File: config.mk
export PLATFORM = sky130hd
export DESIGN_NAME = plpu_seq
export DESIGN_NICKNAME = d
export VERILOG_FILES = /design/src/plpu_pkg.sv /design/src/plpu_seq.sv
export SDC_FILE = /design/constraint.sdc
export NUM_CORES = 1
export LEC_CHECK = 0
export BUFFER_PORTS_ARGS = -buffer_cell sky130_fd_sc_hd__buf_2
export CAP_MARGIN = 20
export CORE_UTILIZATION = 48
export DETAILED_ROUTE_END_ITERATION = 8
export PLACE_DENSITY = 0.74
export REMOVE_ABC_BUFFERS = 1
export SYNTH_ARGS = -nofsm -noshare
export SYNTH_HDL_FRONTEND = slang
export SYNTH_SLANG_ARGS = --single-unit
File: constraint.sdc
create_clock -name clk -period 1.63 [get_ports clk]
set_input_delay 0 -clock clk [delete_from_list [all_inputs] [get_ports clk]]
set_output_delay 0 -clock clk [all_outputs]
set_load 0.01 [all_outputs]
File: src/plpu_pkg.sv
// Shared constants, types and the control-store program of the piecewise-linear profile unit.
// Depends on nothing; the design files refer to it by scoped names and the checker imports it.
`default_nettype none

package plpu_pkg;

  localparam int MAX_POINTS    = 16;
  localparam int VALUE_BITS    = 32;
  localparam int IDX_BITS      = $clog2(MAX_POINTS);
  localparam int NUM_BITS      = $clog2(MAX_POINTS + 1);
  localparam int DIFF_BITS     = VALUE_BITS + 1;
  localparam int MAG_BITS      = DIFF_BITS;
  localparam int PROD_BITS     = 2 * MAG_BITS;
  localparam int SUM_BITS      = PROD_BITS + 2;
  localparam int CNT_BITS      = $clog2(PROD_BITS + MAX_POINTS);
  localparam int ACTION_W      = 2;
  localparam int INDEX_W       = 4;
  localparam int POINTS_W      = 5;
  localparam int IN_DATA_BITS  = ((INDEX_W + 3 * VALUE_BITS + 7) / 8) * 8;
  localparam int OUT_DATA_BITS = ((VALUE_BITS + 7) / 8) * 8;
  localparam int UPC_BITS      = 4;

  localparam logic [ACTION_W-1:0] ACT_LOAD = 2'd0;
  localparam logic [ACTION_W-1:0] ACT_FWD  = 2'd1;
  localparam logic [ACTION_W-1:0] ACT_REV  = 2'd2;

  localparam logic [POINTS_W-1:0] POINTS_RESET = 5'd2;

  typedef enum logic [3:0] {
    OP_IDLE,
    OP_RD_FIRST,
    OP_RD_LAST,
    OP_DIR,
    OP_SRCH_RD,
    OP_SRCH_CMP,
    OP_SEG_RD0,
    OP_SEG_RD1,
    OP_SEG_LATCH,
    OP_DIFF,
    OP_MUL,
    OP_DIV,
    OP_FIN,
    OP_NOP
  } op_t;

  typedef enum logic [2:0] {
    COND_NEXT,
    COND_GOTO,
    COND_NO_START,
    COND_CNT_ZERO,
    COND_KEY_GE,
    COND_SPAN_ZERO,
    COND_CNT_NZ,
    COND_OUT_FREE
  } cond_t;

  typedef logic [UPC_BITS-1:0] upc_t;

  typedef struct packed {
    op_t   op;
    cond_t cond;
    upc_t  target;
  } uword_t;

  typedef struct packed {
    logic start;
    logic cnt_zero;
    logic key_ge;
    logic span_zero;
    logic out_free;
  } status_t;

  localparam upc_t ST_IDLE      = 4'd0;
  localparam upc_t ST_RD_FIRST  = 4'd1;
  localparam upc_t ST_RD_LAST   = 4'd2;
  localparam upc_t ST_DIR       = 4'd3;
  localparam upc_t ST_SRCH_RD   = 4'd4;
  localparam upc_t ST_SRCH_CMP  = 4'd5;
  localparam upc_t ST_SEG_RD0   = 4'd6;
  localparam upc_t ST_SEG_RD1   = 4'd7;
  localparam upc_t ST_SEG_LATCH = 4'd8;
  localparam upc_t ST_DIFF      = 4'd9;
  localparam upc_t ST_MUL       = 4'd10;
  localparam upc_t ST_DIV       = 4'd11;
  localparam upc_t ST_FIN       = 4'd12;
  localparam upc_t ST_WAIT      = 4'd13;

  // Control store: a false condition falls through to the next step.
  function automatic uword_t ucode(input upc_t step);
    uword_t w;
    unique case (step)
      ST_IDLE:      w = '{OP_IDLE,      COND_NO_START,  ST_IDLE};
      ST_RD_FIRST:  w = '{OP_RD_FIRST,  COND_NEXT,      ST_IDLE};
      ST_RD_LAST:   w = '{OP_RD_LAST,   COND_NEXT,      ST_IDLE};
      ST_DIR:       w = '{OP_DIR,       COND_NEXT,      ST_IDLE};
      ST_SRCH_RD:   w = '{OP_SRCH_RD,   COND_CNT_ZERO,  ST_SEG_RD0};
      ST_SRCH_CMP:  w = '{OP_SRCH_CMP,  COND_KEY_GE,    ST_SRCH_RD};
      ST_SEG_RD0:   w = '{OP_SEG_RD0,   COND_NEXT,      ST_IDLE};
      ST_SEG_RD1:   w = '{OP_SEG_RD1,   COND_NEXT,      ST_IDLE};
      ST_SEG_LATCH: w = '{OP_SEG_LATCH, COND_NEXT,      ST_IDLE};
      ST_DIFF:      w = '{OP_DIFF,      COND_NEXT,      ST_IDLE};
      ST_MUL:       w = '{OP_MUL,       COND_SPAN_ZERO, ST_FIN};
      ST_DIV:       w = '{OP_DIV,       COND_CNT_NZ,    ST_DIV};
      ST_FIN:       w = '{OP_FIN,       COND_OUT_FREE,  ST_IDLE};
      ST_WAIT:      w = '{OP_NOP,       COND_GOTO,      ST_FIN};
      default:      w = '{OP_NOP,       COND_GOTO,      ST_IDLE};
    endcase
    return w;
  endfunction

endpackage

`default_nettype wire

File: src/plpu_seq.sv
// Microsequencer: step counter, control-store lookup and jump-condition select.
// Depends on plpu_pkg for the control word, status struct and program.
`default_nettype none

module plpu_seq (
  input  wire                      clk,
  input  wire                      rst_n,
  input  wire  plpu_pkg::status_t  status,
  output plpu_pkg::uword_t         uw
);

  plpu_pkg::upc_t upc_r;
  plpu_pkg::upc_t upc_nxt;
  logic           take;

  always_comb begin
    uw = plpu_pkg::ucode(upc_r);
    unique case (uw.cond)
      plpu_pkg::COND_NEXT:      take = 1'b0;
      plpu_pkg::COND_GOTO:      take = 1'b1;
      plpu_pkg::COND_NO_START:  take = !status.start;
      plpu_pkg::COND_CNT_ZERO:  take = status.cnt_zero;
      plpu_pkg::COND_KEY_GE:    take = status.key_ge;
      plpu_pkg::COND_SPAN_ZERO: take = status.span_zero;
      plpu_pkg::COND_CNT_NZ:    take = !status.cnt_zero;
      plpu_pkg::COND_OUT_FREE:  take = status.out_free;
      default:                  take = 1'b1;
    endcase
    upc_nxt = take ? uw.target : upc_r + 1'b1;
  end

  always_ff @(posedge clk) begin
    if (!rst_n) begin
      upc_r <= plpu_pkg::ST_IDLE;
    end else begin
      upc_r <= upc_nxt;
    end
  end

endmodule

`default_nettype wire

==> results of run 1 <==
==> synth_stat cells (all sizes together) <==
cell and number:
o21a 1, a211oi 2, xor2 4, clkbuf 5
nand3b 1, a21oi 4, a32oi 1, nor2b 6
o22ai 1, and4 1, nand2 12, nand3 3
and3 2, nand2b 3, inv 1, a31oi 2
o21bai 1, nor4 1, ha 1, buf 3
nor3b 2, a311o 1, dfxtp 15, bufbuf 1
xnor2 1, o21ai 8, nand4b 1, or3 2
nor2 7, nor3 4, mux2i 8, o211a 3
==> stage by stage <==
stage / power (mW) / worst slack [ps] / area (µm²) / instances / setup TNS [ps]
after floorplan: 1.367 / -176.3 / 844.6 / 99 / -270.1
after global placement: 1.727 / 41.46 / 1006 / 147 / 0
after detailed placement: 1.753 / 22.91 / 1006 / 147 / 0
after CTS: 1.975 / 0.4154 / 1032 / 151 / 0
after global routing: 2.178 / -40.31 / 1059 / 153 / -40.31
final: 2.032 / 39.60 / 1059 / 153 / 0
==> power by group through the flow <==
stage	sequential [mW]	combinational, mW	clock (mW)
6_report	0.681	1.13	0.222
5_1_grt	0.703	1.24	0.232
4_1_cts	0.666	1.09	0.222
3_5_place_dp	0.673	1.08	0
3_3_place_gp	0.669	1.06	0
2_1_floorplan	0.706	0.661	0
==> metal layers <==
layer / wire length (µm) / track usage [%] / up-vias
li1: - / - / 419
met1: 869 / 22.01 / 403
met2: 1003 / 34.93 / 36
met3: 124 / 4.762 / 6
met4: 40 / 7.059 / 0
met5: 0 / 0 / -
==> worst paths after layout <==
path / start / end / slack [ps] / cells past startpoint
max: upc_r[1] / uw[1] / 40 / 5
min: rst_n / uw[5] / 40 / 2
max reg2reg: upc_r[1] / uw[1] / 40 / 5
min reg2reg: uw[0] / upc_r[0] / 660 / 2
==> cells in the final DEF, fill, tap and decap left out, drive strengths merged <==
| cell type | count |
|---|---|
| a21oi | 4 |
| nand3 | 3 |
| and3 | 2 |
| inv | 1 |
| a211oi | 2 |
| a311o | 1 |
| a31oi | 2 |
| nor4 | 1 |
| nor2b | 6 |
| nor3b | 2 |
| buf | 25 |
| o211a | 3 |
| o21bai | 1 |
| nor3 | 4 |
| o21ai | 8 |
| and4 | 1 |
| xnor2 | 1 |
| o21a | 1 |
| dfxtp | 15 |
| mux2i | 8 |
| nand2b | 3 |
| nor2 | 7 |
| xor2 | 4 |
| nand4b | 1 |
| o22ai | 1 |
| nand2 | 12 |
| or3 | 2 |
| ha | 1 |
| a32oi | 1 |
| nand3b | 1 |
| clkbuf | 4 |
==> cell type report <==
cell class              instances  share of cell area [%]
flip-flops and latches         15                   28.61
well taps                      25                   2.955
inverters                       1                  0.3546
multi-input cells              83                   51.89
repair buffers                 25                   13.71
clock buffers                   4                   2.482
==> what timing repair did <==
item / in CTS / in global routing
endpoints found under the setup margin: 0 / 9
buffers inserted: 0 / 2
gates resized for setup: 0 / 4
==> state kept, by name, summed over array words and instances (netlist names) <==
signal and count:
upc_r 4, uw 11
==> kinds of logic after synthesis <==
| kind of cell | share of synthesized area [%] |
|---|---|
| multiplexers | 8.626 |
| AO/OA/AOI/OAI | 16.98 |
| adder cells (fa/ha/maj) | 1.347 |
| flip-flops | 32.35 |
| AND/OR/NAND/NOR | 25.74 |
| XOR/XNOR | 5.527 |
| buffers and inverters | 9.434 |
==> flow_summary.json, run 1 <==
{
  "cp_cell_sequence": "ha_1, xor2_2, nand2_2, or3_1, a31oi_1",
  "fmax_mhz": 628.8,
  "vdd_drop_max_uv": 1077,
  "switchingPower_mw": 0.8788,
  "vias": 864,
  "cts_root_buf": "clkbuf_4",
  "yosysWarnings": 0,
  "track_usage_pct": 19.51,
  "synthCells": 108,
  "area_growth_pct": 14.02,
  "num_rows": 15,
  "postSynthAreaPerCell_um2": 8.596,
  "drc": 0,
  "worst_pin_slew_ps": 415.9,
  "seq_power_share_pct": 33.5,
  "drv_cap": 0,
  "cts_max_level": 1,
  "fillCellCount": 180,
  "clock_tree.buffer_depth": 2,
  "port_buffers": 17,
  "switching_share_pct": 43.26,
  "critPathArrivalTime_ps": 1810,
  "setup_viol": 0,
  "internal-power_mw": 1.153,
  "crit_type": "flip-flop to flip-flop",
  "drt_iter0_drc": 30,
  "first_global_vias": 718,
  "chipHeight_um": 45.98,
  "synthTopCellsByArea": "dfxtp_1, mux2i_1, nand2_1",
  "hold_viol": 0,
  "gp_congestion": 0.8468,
  "grt_pass1_wl_mm": 2.946,
  "coreArea_um2": 1764,
  "synth.distinct_cells": 38,
  "drive_above_1_share_pct": 27.34,
  "netlist_area_um2": 928.4,
  "cp.required_ps": 1850,
  "die_area_um2": 2114,
  "clkTransAtPathRegs_ps": 80,
  "cts_tree": "built",
  "ant_nets": 0,
  "fin_crit_ps": 1590,
  "drtPass1Iterations": 4,
  "critPathBufInv": 0,
  "slowest_stage": "or3_1",
  "crit_family": "simple AND/OR/NAND/NOR gates",
  "yosysTopAreaCell": "dfxtp_1",
  "viasPerCell": 5.647,
  "worstPathMaxFanout": 6,
  "yosysSeqAreaShare_pct": 32.35,
  "multi_input_area_um2": 549.3,
  "initial_core_util_pct": 52.62,
  "hold_buffers": 0,
  "grt_overflow": 0,
  "min_period_over_period_pct": 97.57,
  "cts.sinks": 15,
  "hold_path.class": "input port to flip-flop",
  "clk-insertion-delay-late_ps": 300,
  "whs_ps": 43.10,
  "cts_made_buffers": 3,
  "regArea_um2": 302.8,
  "rsz0062_at_grt": "yes",
  "pwr-share-comb_pct": 55.6,
  "dp_hpwl_mm": 1.391,
  "p_leak_nw": 0.4712,
  "pin_count": 18,
  "maxSlewHeadroom_pct": 72.24,
  "antenna_found_initial": 0,
  "startpoint_type": "flip-flop",
  "skew_ps": 3.079,
  "n_antenna_cell": 0,
  "report.final.slew_viol_count": 0,
  "drt-total-wl_mm": 2.038,
  "p_clk_share_pct": 10.9,
  "yosysTopAreaCellShare_pct": 32.35,
  "dieWidth_um": 45.98,
  "endpoint_kind": "flip-flop",
  "grt_max_degree": 16,
  "status": "completed",
  "ys_ff_latch": 15,
  "nNetsFinal": 137,
  "routedWlPerCell_um": 13.32,
  "utilization_pct": 60.00,
  "power_density_nw_per_um2": 1919,
  "cpPeakStageDelay_ps": 400
}
(Power assumes the default switching activity.)
==> inputs of run 2 (changes only) <==
==> constraint.sdc (replaced) <==
create_clock -name clk -period 1.4 [get_ports clk]
set_input_delay 0 -clock clk [delete_from_list [all_inputs] [get_ports clk]]
set_output_delay 0 -clock clk [all_outputs]
set_load 0.01 [all_outputs]
==> run 2 against run 1 <==
  * The run now ends with setup timing left
  * Largest power group unchanged
  * Final cell count rose by 5.9%
  * Critical path type unchanged
  * Worst hold slack improved by 11 ps
  * Sequential power grew 23%
  * Clock skew about the same
  * Global-route usage rose by 2.4 points
  * Critical path depth unchanged
  * Register-to-register slack got worse by 70 ps
  * Wire length increased by 14%
  * Sequential cell count unchanged
  * First-iteration DRC count decreased by 53%
  * Critical endpoint is now uw[7]
==> flow_summary.json, run 2 (synthesis gave the netlist of run 1 again) <==
{
  "critPathArrivalTime_ps": 1610,
  "timing.final.ws_setup_ps": -32.49,
  "vias": 902,
  "track_usage_pct": 21.89,
  "coreArea_um2": 1764,
  "ant_nets": 0,
  "cp.required_ps": 1580,
  "drive_above_1_share_pct": 47.45,
  "clock_tree.buffer_depth": 2,
  "report.final.slew_viol_count": 0,
  "vdd_drop_max_uv": 1502,
  "initial_core_util_pct": 52.62,
  "switching_share_pct": 42.12,
  "crit_type": "flip-flop to flip-flop",
  "fmax_mhz": 698.1,
  "p_clk_share_pct": 8.8,
  "slowest_stage": "dfxtp_4",
  "multi_input_area_um2": 671.9,
  "seq_power_share_pct": 29.1,
  "nNetsFinal": 146,
  "postPlaceCellArea_um2": 1074,
  "clkTransAtPathRegs_ps": 90,
  "layout_commonest_cell": "buf_2",
  "clk-insertion-delay-late_ps": 290,
  "largest_reg_flops": 11,
  "pwr-share-comb_pct": 62.1,
  "grt_pass1_wl_mm": 3.270,
  "utilization_pct": 72.20,
  "num_rows": 15,
  "cp_cell_sequence": "mux2i_1, nand3b_1, and3_4, buf_6, a311o_1",
  "dieWidth_um": 45.98,
  "fin_crit_ps": 1432,
  "power_density_nw_per_um2": 2265,
  "worst_pin_slew_ps": 378.8,
  "endpoint_kind": "flip-flop",
  "grt_max_degree": 16,
  "rsz0062_at_grt": "yes",
  "cpPeakStageDelay_ps": 380,
  "maxSlewHeadroom_pct": 74.71,
  "drt_iter0_drc": 14,
  "cts.sinks": 15,
  "cts_made_buffers": 3,
  "drc": 0,
  "gp_congestion": 0.8535,
  "skew_ps": 2.619,
  "n_antenna_cell": 0,
  "hold_viol": 0,
  "routedWlPerCell_um": 14.29,
  "fillCellCount": 158,
  "r2r_cells": 5,
  "grt_overflow": 0,
  "area_growth_pct": 37.20,
  "pin_count": 18,
  "worstPathMaxFanout": 6,
  "viasPerCell": 5.568,
  "switchingPower_mw": 1.215,
  "dp_hpwl_mm": 1.406,
  "violations": "setup timing",
  "cts_max_level": 1,
  "setup_viol": 4,
  "fin_area_um2": 1274,
  "drv_cap": 0,
  "startpoint_type": "flip-flop",
  "regArea_um2": 311.5,
  "status": "finished, violations left",
  "chipHeight_um": 45.98,
  "min_period_over_period_pct": 102.3,
  "hold_path.class": "input port to flip-flop",
  "final_cell_mix": "buf_2, buf_4, nand2_1, mux2i_1, dfxtp_1",
  "p_leak_nw": 0.5453,
  "port_buffers": 17,
  "drtPass1Iterations": 4,
  "p_total_mw": 2.885,
  "internal-power_mw": 1.670,
  "pre_cts_slack_ps": -139.8,
  "antenna_found_initial": 0,
  "die_area_um2": 2114,
  "holdPathStages": 2,
  "drt-total-wl_mm": 2.315,
  "cts_root_buf": "clkbuf_4",
  "first_global_vias": 771,
  "cts_tree": "built"
}
==> run 2: layer usage <==
layer	vias to the layer above	part of all wire (%)	wire length, µm	GRT usage [%]
li1	445	-	-	-
met1	421	41	943	26.62
met2	32	53	1218	37.46
met3	4	5.0	115	3.571
met4	0	1.6	38	9.412
met5	-	0	0	0
==> run 2: cell type report <==
class,instances,area share [%]
Clock buffer,4,2.063
Multi-Input combinational cell,83,52.75
Inverter,1,0.2947
Tap cell,25,2.456
Timing Repair Buffer,34,17.98
Sequential cell,15,24.46
==> run 2: path summary, 6_finish.rpt <==
check	slack, ps	end	startpoint
setup / recovery	-30	uw[7]	uw[6]
hold / removal	50	uw[5]	rst_n
setup reg to reg	-30	uw[7]	uw[6]
hold reg to reg	590	uw[8]	uw[1]
==> run 2: power by group through the flow <==
| stage | clock (mW) | combinational (mW) | sequential (mW) |
|---|---|---|---|
| 5_1_grt | 0.280 | 1.94 | 0.873 |
| 3_3_place_gp | 0 | 1.40 | 0.773 |
| 2_1_floorplan | 0 | 0.770 | 0.821 |
| 4_1_cts | 0.260 | 1.59 | 0.810 |
| 3_5_place_dp | 0 | 1.42 | 0.777 |
| 6_report | 0.254 | 1.79 | 0.840 |
==> run 2: metrics by stage <==
stage	hold WS (ps)	instances	TNS [ps]
2_1_floorplan	79.99	99	-3052
3_3_place_gp	335.5	156	-468.4
3_5_place_dp	334.0	156	-846.8
4_1_cts	29.79	162	-20.62
5_1_grt	63.40	162	-617.0
6_report	53.84	162	-102.2
==> run 2: what timing repair did <==
| item | 4_1_cts | 5_1_grt |
|---|---|---|
| pin swaps | 5 | 6 |
| resized for setup | 19 | 19 |
| hold buffers | 0 | 0 |
| endpoints found under the setup margin | 13 | 12 |
| setup buffers | 2 | 0 |
| gates cloned | 0 | 1 |
==> run 2: critical path: cells and delay by family (launching register included) <==
kind	cells	cell delay, ps
AO/OA/AOI/OAI	1	290
multiplexers	1	200
flip-flops	1	380
AND/OR/NAND/NOR	2	310
buffers and inverters	1	130
