## src/plpu_pkg.sv

```systemverilog
// Shared constants, types and the control-store program of the piecewise-linear profile unit.
// Depends on nothing; the design files refer to it by scoped names and the checker imports it.
`default_nettype none

package plpu_pkg;

  localparam int MAX_POINTS    = 16;
  localparam int VALUE_BITS    = 32;
  localparam int IDX_BITS      = $clog2(MAX_POINTS);
  localparam int NUM_BITS      = $clog2(MAX_POINTS + 1);
  localparam int DIFF_BITS     = VALUE_BITS + 1;
  localparam int MAG_BITS      = DIFF_BITS;
  localparam int PROD_BITS     = 2 * MAG_BITS;
  localparam int SUM_BITS      = PROD_BITS + 2;
  localparam int CNT_BITS      = $clog2(PROD_BITS + MAX_POINTS);
  localparam int ACTION_W      = 2;
  localparam int INDEX_W       = 4;
  localparam int POINTS_W      = 5;
  localparam int IN_DATA_BITS  = ((INDEX_W + 3 * VALUE_BITS + 7) / 8) * 8;
  localparam int OUT_DATA_BITS = ((VALUE_BITS + 7) / 8) * 8;
  localparam int UPC_BITS      = 4;

  localparam logic [ACTION_W-1:0] ACT_LOAD = 2'd0;
  localparam logic [ACTION_W-1:0] ACT_FWD  = 2'd1;
  localparam logic [ACTION_W-1:0] ACT_REV  = 2'd2;

  localparam logic [POINTS_W-1:0] POINTS_RESET = 5'd2;

  typedef enum logic [3:0] {
    OP_IDLE,
    OP_RD_FIRST,
    OP_RD_LAST,
    OP_DIR,
    OP_SRCH_RD,
    OP_SRCH_CMP,
    OP_SEG_RD0,
    OP_SEG_RD1,
    OP_SEG_LATCH,
    OP_DIFF,
    OP_MUL,
    OP_DIV,
    OP_FIN,
    OP_NOP
  } op_t;

  typedef enum logic [2:0] {
    COND_NEXT,
    COND_GOTO,
    COND_NO_START,
    COND_CNT_ZERO,
    COND_KEY_GE,
    COND_SPAN_ZERO,
    COND_CNT_NZ,
    COND_OUT_FREE
  } cond_t;

  typedef logic [UPC_BITS-1:0] upc_t;

  typedef struct packed {
    op_t   op;
    cond_t cond;
    upc_t  target;
  } uword_t;

  typedef struct packed {
    logic start;
    logic cnt_zero;
    logic key_ge;
    logic span_zero;
    logic out_free;
  } status_t;

  localparam upc_t ST_IDLE      = 4'd0;
  localparam upc_t ST_RD_FIRST  = 4'd1;
  localparam upc_t ST_RD_LAST   = 4'd2;
  localparam upc_t ST_DIR       = 4'd3;
  localparam upc_t ST_SRCH_RD   = 4'd4;
  localparam upc_t ST_SRCH_CMP  = 4'd5;
  localparam upc_t ST_SEG_RD0   = 4'd6;
  localparam upc_t ST_SEG_RD1   = 4'd7;
  localparam upc_t ST_SEG_LATCH = 4'd8;
  localparam upc_t ST_DIFF      = 4'd9;
  localparam upc_t ST_MUL       = 4'd10;
  localparam upc_t ST_DIV       = 4'd11;
  localparam upc_t ST_FIN       = 4'd12;
  localparam upc_t ST_WAIT      = 4'd13;

  // Control store: a false condition falls through to the next step.
  function automatic uword_t ucode(input upc_t step);
    uword_t w;
    unique case (step)
      ST_IDLE:      w = '{OP_IDLE,      COND_NO_START,  ST_IDLE};
      ST_RD_FIRST:  w = '{OP_RD_FIRST,  COND_NEXT,      ST_IDLE};
      ST_RD_LAST:   w = '{OP_RD_LAST,   COND_NEXT,      ST_IDLE};
      ST_DIR:       w = '{OP_DIR,       COND_NEXT,      ST_IDLE};
      ST_SRCH_RD:   w = '{OP_SRCH_RD,   COND_CNT_ZERO,  ST_SEG_RD0};
      ST_SRCH_CMP:  w = '{OP_SRCH_CMP,  COND_KEY_GE,    ST_SRCH_RD};
      ST_SEG_RD0:   w = '{OP_SEG_RD0,   COND_NEXT,      ST_IDLE};
      ST_SEG_RD1:   w = '{OP_SEG_RD1,   COND_NEXT,      ST_IDLE};
      ST_SEG_LATCH: w = '{OP_SEG_LATCH, COND_NEXT,      ST_IDLE};
      ST_DIFF:      w = '{OP_DIFF,      COND_NEXT,      ST_IDLE};
      ST_MUL:       w = '{OP_MUL,       COND_SPAN_ZERO, ST_FIN};
      ST_DIV:       w = '{OP_DIV,       COND_CNT_NZ,    ST_DIV};
      ST_FIN:       w = '{OP_FIN,       COND_OUT_FREE,  ST_IDLE};
      ST_WAIT:      w = '{OP_NOP,       COND_GOTO,      ST_FIN};
      default:      w = '{OP_NOP,       COND_GOTO,      ST_IDLE};
    endcase
    return w;
  endfunction

endpackage

`default_nettype wire

```

## src/plpu_dp.sv

```systemverilog
// Datapath: segment search registers, difference stage, multiplier, bit-serial divider
// and the saturating output register. Driven by the control word from plpu_seq.
`default_nettype none

module plpu_dp (
  input  wire                                          clk,
  input  wire                                          rst_n,
  input  wire  plpu_pkg::op_t                          op,
  input  wire                                          start,
  input  wire                                          start_rev,
  input  wire  logic signed [plpu_pkg::VALUE_BITS-1:0] query,
  input  wire  [plpu_pkg::POINTS_W-1:0]                points,
  input  wire  logic signed [plpu_pkg::VALUE_BITS-1:0] rd_x,
  input  wire  logic signed [plpu_pkg::VALUE_BITS-1:0] rd_y,
  output logic [plpu_pkg::IDX_BITS-1:0]                rd_idx,
  output plpu_pkg::status_t                            status,
  input  wire                                          out_ready,
  output logic                                         out_valid,
  output logic signed [plpu_pkg::VALUE_BITS-1:0]       out_data,
  output logic                                         out_zero
);

  localparam int VB = plpu_pkg::VALUE_BITS;
  localparam int DB = plpu_pkg::DIFF_BITS;
  localparam int MB = plpu_pkg::MAG_BITS;
  localparam int PB = plpu_pkg::PROD_BITS;
  localparam int SB = plpu_pkg::SUM_BITS;
  localparam int IB = plpu_pkg::IDX_BITS;
  localparam int NB = plpu_pkg::NUM_BITS;
  localparam int CB = plpu_pkg::CNT_BITS;

  localparam logic signed [SB-1:0] SAT_MAX = {{(SB - VB + 1){1'b0}}, {(VB - 1){1'b1}}};
  localparam logic signed [SB-1:0] SAT_MIN = ~SAT_MAX;
  localparam logic signed [VB-1:0] VAL_MAX = {1'b0, {(VB - 1){1'b1}}};
  localparam logic signed [VB-1:0] VAL_MIN = ~VAL_MAX;

  function automatic logic [MB-1:0] mag(input logic signed [DB-1:0] v);
    return v[DB-1] ? MB'(-v) : MB'(v);
  endfunction

  logic signed [VB-1:0] q_r;
  logic                 rev_r;
  logic [NB-1:0]        n_r;
  logic signed [VB-1:0] y0_r;
  logic                 falls_r;
  logic [IB-1:0]        idx_r;
  logic [IB-1:0]        s0_r;
  logic [CB-1:0]        cnt_r;
  logic signed [VB-1:0] e0x_r, e0y_r, e1x_r, e1y_r;
  logic signed [VB-1:0] p0_r;
  logic [MB-1:0]        dpm_r, dqm_r, dm_r;
  logic                 neg_r;
  logic                 zero_r;
  logic [PB-1:0]        prod_r;
  logic [MB-1:0]        rem_r;
  logic                 out_valid_r;
  logic signed [VB-1:0] out_data_r;
  logic                 out_zero_r;

  logic [NB-1:0]        n_clamp;
  logic                 falls_nxt;
  logic signed [VB-1:0] key;
  logic                 key_ge;
  logic [IB-1:0]        s1;
  logic signed [VB-1:0] p0, p1, c0, c1;
  logic signed [DB-1:0] dp_v, dq_v, d_v;
  logic [PB-1:0]        prod_nxt;
  logic [MB:0]          trial;
  logic                 ge;
  logic [MB-1:0]        rem_nxt;
  logic signed [SB-1:0] p0_ext, quot_ext, sum;
  logic signed [VB-1:0] result;
  logic                 out_free;

  always_comb begin
    if (points < plpu_pkg::POINTS_W'(2)) begin
      n_clamp = NB'(2);
    end else if (32'(points) > plpu_pkg::MAX_POINTS) begin
      n_clamp = NB'(plpu_pkg::MAX_POINTS);
    end else begin
      n_clamp = NB'(points);
    end
  end

  // Table falls from first to last point: reverse search walks down from the end.
  assign falls_nxt = rev_r && (y0_r > rd_y);
  assign key       = rev_r ? rd_y : rd_x;
  assign key_ge    = !(q_r < key);
  assign s1        = falls_r ? s0_r - 1'b1 : s0_r + 1'b1;

  always_comb begin
    unique case (op)
      plpu_pkg::OP_RD_LAST: rd_idx = IB'(n_r - NB'(1));
      plpu_pkg::OP_SRCH_RD: rd_idx = idx_r;
      plpu_pkg::OP_SEG_RD0: rd_idx = s0_r;
      plpu_pkg::OP_SEG_RD1: rd_idx = s1;
      default:              rd_idx = '0;
    endcase
  end

  // Forward maps x to y; reverse swaps the roles of the two coordinates.
  assign p0   = rev_r ? e0x_r : e0y_r;
  assign p1   = rev_r ? e1x_r : e1y_r;
  assign c0   = rev_r ? e0y_r : e0x_r;
  assign c1   = rev_r ? e1y_r : e1x_r;
  assign dp_v = DB'(p1) - DB'(p0);
  assign dq_v = DB'(q_r) - DB'(c0);
  assign d_v  = DB'(c1) - DB'(c0);

  assign prod_nxt = dpm_r * dqm_r;

  // Restoring division, one quotient bit per step; quotient shifts in behind the dividend.
  assign trial   = {rem_r, prod_r[PB-1]};
  assign ge      = trial >= {1'b0, dm_r};
  assign rem_nxt = ge ? MB'(trial - {1'b0, dm_r}) : MB'(trial);

  assign p0_ext   = SB'(p0_r);
  assign quot_ext = $signed({2'b00, prod_r});
  assign sum      = neg_r ? p0_ext - quot_ext : p0_ext + quot_ext;

  always_comb begin
    if (zero_r) begin
      result = p0_r;
    end else if (sum > SAT_MAX) begin
      result = VAL_MAX;
    end else if (sum < SAT_MIN) begin
      result = VAL_MIN;
    end else begin
      result = sum[VB-1:0];
    end
  end

  assign out_free = !out_valid_r || out_ready;

  always_ff @(posedge clk) begin
    case (op)
      plpu_pkg::OP_IDLE: begin
        if (start) begin
          q_r   <= query;
          rev_r <= start_rev;
          n_r   <= n_clamp;
        end
      end
      plpu_pkg::OP_RD_LAST: begin
        y0_r <= rd_y;
      end
      plpu_pkg::OP_DIR: begin
        falls_r <= falls_nxt;
        idx_r   <= falls_nxt ? IB'(n_r - NB'(2)) : IB'(1);
        s0_r    <= falls_nxt ? IB'(n_r - NB'(1)) : '0;
        cnt_r   <= CB'(n_r - NB'(2));
      end
      plpu_pkg::OP_SRCH_CMP: begin
        if (key_ge) begin
          s0_r  <= idx_r;
          idx_r <= falls_r ? idx_r - 1'b1 : idx_r + 1'b1;
          cnt_r <= cnt_r - 1'b1;
        end
      end
      plpu_pkg::OP_SEG_RD1: begin
        e0x_r <= rd_x;
        e0y_r <= rd_y;
      end
      plpu_pkg::OP_SEG_LATCH: begin
        e1x_r <= rd_x;
        e1y_r <= rd_y;
      end
      plpu_pkg::OP_DIFF: begin
        p0_r   <= p0;
        dpm_r  <= mag(dp_v);
        dqm_r  <= mag(dq_v);
        dm_r   <= mag(d_v);
        neg_r  <= dp_v[DB-1] ^ dq_v[DB-1] ^ d_v[DB-1];
        zero_r <= (d_v == '0);
      end
      plpu_pkg::OP_MUL: begin
        prod_r <= prod_nxt;
        rem_r  <= '0;
        cnt_r  <= CB'(PB - 1);
      end
      plpu_pkg::OP_DIV: begin
        prod_r <= {prod_r[PB-2:0], ge};
        rem_r  <= rem_nxt;
        cnt_r  <= cnt_r - 1'b1;
      end
      plpu_pkg::OP_FIN: begin
        if (out_free) begin
          out_data_r <= result;
          out_zero_r <= zero_r;
        end
      end
      default: ;
    endcase
  end

  always_ff @(posedge clk) begin
    if (!rst_n) begin
      out_valid_r <= 1'b0;
    end else if (op == plpu_pkg::OP_FIN && out_free) begin
      out_valid_r <= 1'b1;
    end else if (out_ready) begin
      out_valid_r <= 1'b0;
    end
  end

  assign status.start     = start;
  assign status.cnt_zero  = (cnt_r == '0);
  assign status.key_ge    = key_ge;
  assign status.span_zero = zero_r;
  assign status.out_free  = out_free;

  assign out_valid = out_valid_r;
  assign out_data  = out_data_r;
  assign out_zero  = out_zero_r;

endmodule

`default_nettype wire

```

## config.mk

```make
export PLATFORM = sky130hd
export DESIGN_NAME = plpu_dp
export DESIGN_NICKNAME = d
export VERILOG_FILES = /design/src/plpu_pkg.sv /design/src/plpu_dp.sv
export SDC_FILE = /design/constraint.sdc
export NUM_CORES = 2
export LEC_CHECK = 0
export ABC_AREA = 1
export BUFFER_PORTS_ARGS = -buffer_cell sky130_fd_sc_hd__buf_2
export CORE_MARGIN = 2
export CORE_UTILIZATION = 67
export CTS_BUF_LIST = sky130_fd_sc_hd__clkbuf_2 sky130_fd_sc_hd__clkbuf_4 sky130_fd_sc_hd__clkbuf_8
export DETAILED_ROUTE_END_ITERATION = 6
export PLACE_DENSITY = 0.84
export SLEW_MARGIN = 15
export SYNTH_ARGS = -nofsm -noshare
export SYNTH_HDL_FRONTEND = slang
export SYNTH_SLANG_ARGS = --single-unit
export TNS_END_PERCENT = 30
```

## constraint.sdc

```tcl
create_clock -name clk -period 12.45 [get_ports clk]
set_clock_uncertainty 0.05 [all_clocks]
set_input_delay 0 -clock clk [delete_from_list [all_inputs] [get_ports clk]]
set_output_delay 0 -clock clk [all_outputs]
set_load 0.02 [all_outputs]
```

==> impl_metrics.csv <==
group,metric,value,unit
grt,grt-ovfl-total,0,
clocking,cts.sinks,480,
synthesis,yosys-top-cells-area,"fa_1 (25%), edfxtp_1 (19%), nand2_1 (14%)",
critical_path,rrSetupSlack,3740,ps
place,dpl.hpwl,195000,µm
synthesis,synth_edf_count,479,
timing,hold_viol_final,0,
synthesis,yosysTopAreaCellShare,25.2,%
cells_and_area,area_growth,7.73,%
floorplan,initial_core_util,67.3,%
grt,met1_usage,54.1,%
grt,met3_usage,10.0,%
cells_and_area,nNetsFinal,12100,
grt,grt_util_met2,71.3,%
synthesis,async_reset_ff_share,0,%
grt,grt_usage,44.9,%
critical_path,slowest_stage,"edfxtp_1",
critical_path,cpPeakStageDelay,1040,ps
worst_hold_path,hp-class,"input port to register",
detailed_routing,avgViaCountPerCell,5.86,
floorplan,die_area,117000,µm²
clocking,cts_tree,"done",
timing,setup_viol,0,
timing,slew_violations,0,
timing,fmax,0.115,GHz
synthesis,ys_seq_elements,480,
run,drv_cap,0,
pwr,total_power,16700,µW
critical_path,critPathLaunchType,"register",
detailed_routing,dr.pass1.iters,7,
floorplan,die_w,342,µm
detailed_routing,wirelength,262000,µm
critical_path,cp.depth,28,
critical_path,rr_worst_depth,28,
critical_path,cpMostUsedCell,"fa_1",
pwr,p_per_area,202,nW/µm²
place,numPortBuffers,152,
cells_and_area,drive_gt1_share,4.86,%
critical_path,worstPathArrival,9120,ps
timing,min_period,8710,ps
synthesis,synth_ff_type,"edfxtp_1",
synthesis,ys_warn_count,0,
timing,worst_pin_slew,1360,ps
place,place.gp.congestion,1.07,
grt,grt_max_degree,193,
synthesis,syn_avg_cell_area,7.43,µm²
grt,grt_pass1_wl,403000,µm
floorplan,die_h,342,µm
worst_hold_path,min-delay-start,"rd_y[17]",
floorplan,core.rowCount,124,
timing,fin_crit_sh,70.0,%
timing,finalSetupTns,0,ps
synthesis,syn_inst,10300,
grt,grt_pass1_vias,72200,
grt,top_usage_layer,"met2",
timing,whs,37.9,ps
critical_path,worstSetupEndpointType,"register",
timing,max_slew_margin,8.24,%
synthesis,synthesis.nets,11900,
critical_path,crit_type,"register to register",
synthesis,synth_cell_type_count,74,
pwr,max-vdd-ir-drop,0.401,mV
detailed_routing,drc_errors,23,
synthesis,seq_area_frac_synth,18.8,%
clocking,clockRootBuffer,"clkbuf_8",
detailed_routing,drt_iter0_drc,8277,
synthesis,synth_area,76600,µm²
outcome,violations,"design-rule violations",
worst_hold_path,holdPathStages,2,
worst_hold_path,whs_endpoint,"e0y_r[17]",
clocking,clk_pin_slew,80,ps
outcome,status,"finished with violations",
clocking,cts_max_level,3,
critical_path,critPathRequiredTime,12860,ps
critical_path,cpLargestDelayFamily,"adder cells",
critical_path,r2r_start,"dpm_r[9]",
synthesis,synth_top_cell_by_area,"fa_1",
detailed_routing,ant_nets,0,
clocking,ctsLongestPathBuffers,3,
floorplan,core,114000,µm²
timing,timing.final.ws_setup,3740,ps
floorplan,io_pins,153,
place,placement.setup.worst_slack,3950,ps
detailed_routing,wl_per_cell,21.7,µm
critical_path,r2r-end,"prod_r[57]",
timing,rsz0062_at_grt,"no",
clocking,cts_buffers,81,
clocking,cts_post_setup_buffers_inserted,0,
cells_and_area,nFillCells,8700,
pwr,p_leak,0.0450,µW
critical_path,crit_path_max_fanout,18,
grt,grt_antenna_before_repair,7,
detailed_routing,num_vias,70800,
clocking,insertion_delay,820,ps
critical_path,crit_buf_inv,8,
[cells in the mapped netlist, types with 19 or more instances]
cell,count
a31oi_1,32
nand3b_1,19
a21o_1,26
xnor2_1,93
ha_1,538
o21bai_1,27
o21ai_0,387
clkbuf_1,328
xor2_1,212
nand3_1,273
edfxtp_1,479
nor2_1,640
fa_1,965
mux2i_1,31
nor3_1,84
nand2_1,2806
or2_2,50
o21a_1,28
nor4_1,26
nand4_1,96
a21oi_1,380
inv_1,2579
[worst register-to-register path, delay by kind of cell (launching register included)]
kind                     cells  cell delay [ps]
flip-flops                   1             1040
adder cells (fa/ha/maj)      9             4460
AND/OR/NAND/NOR              4              520
buffers and inverters        8              960
AO/OA/AOI/OAI                7             1370
[layout by cell type (no fill, tap or decap), types with 27 or more instances in the layout]
master	count
nand2_1	2805
inv_1	2579
fa_1	965
nor2_1	634
ha_1	538
edfxtp_1	479
o21ai_0	387
a21oi_1	379
nand3_1	273
xor2_1	212
dlygate4sd3_1	208
buf_2	152
nand4_1	96
xnor2_1	93
clkbuf_8	86
buf_4	84
nor3_1	83
or2_2	50
a31oi_1	32
mux2i_1	31
o21a_1	28
o21bai_1	27
[logic make-up (layout without fill, tap and decap cells)]
logic type,count (synthesis),in the layout,share of synthesized area (%)
flops,480,480,18.8
simple gates,4051,4051,21.4
buf+inv,2953,3185,14.6
other cells,0,7,0
compound gates,987,987,7.17
xor+xnor,313,313,3.68
fa+ha+maj,1503,1503,34.0
mux,31,31,0.405
[report_power, final]
| group | switching (µW) | leakage (µW) | total, µW | internal, µW |
|---|---|---|---|---|
| clock | 796 | 0.000973 | 1720 | 923 |
| combinational | 8330 | 0.0397 | 12500 | 4210 |
| sequential | 171 | 0.00438 | 2440 | 2270 |
[through the flow]
stage,utilization (%),instances,instance area [µm²]
after floorplan,-,10300,76600
after global placement,69.0,11700,78600
after detailed placement,69.0,11700,78600
after CTS,72.5,12100,82500
after global routing,72.5,12100,82600
final,72.5,12100,82600
[flip-flops by register name, summed over array words and instances, names as in the netlist, 33 cells and up]
| register | count |
|---|---|
| dqm_r | 33 |
| dpm_r | 33 |
| rem_r | 33 |
| dm_r | 33 |
| prod_r | 66 |
[how the worst max path moves through the flow]
stage | startpoint | endpoint
global route | dpm_r[9] | prod_r[57]
global placement | dpm_r[9] | prod_r[57]
floorplan | op[1] | dm_r[0]
CTS | dpm_r[9] | prod_r[57]
detailed placement | dpm_r[9] | prod_r[57]
finish | dpm_r[9] | prod_r[57]
[layer usage]
metal  share of wire [%]  vias to the layer above
li1                    -                    31400
met1                  34                    33000
met2                  45                     4870
met3                  12                     1464
met4                 9.0                        2
met5              0.0050                        -
[final cells by class]
class                           count  area [µm²]  share of cell area (%)
Antenna cell                        7        17.5                  0.0212
Tap cell                         1512        1890                    2.29
Timing Repair Buffer              446        3510                    4.26
Multi-Input combinational cell   6885       51100                    61.9
Sequential cell                   480       14400                    17.4
Clock inverter                     43         562                   0.680
Inverter                         2593        9740                    11.8
Clock buffer                      103        1310                    1.59
[what timing repair did]
action                    CTS  global route
hold buffers              208             0
hold endpoints to repair  314             0
gates resized for setup     0             0
Power figures use the tool's default switching activity.
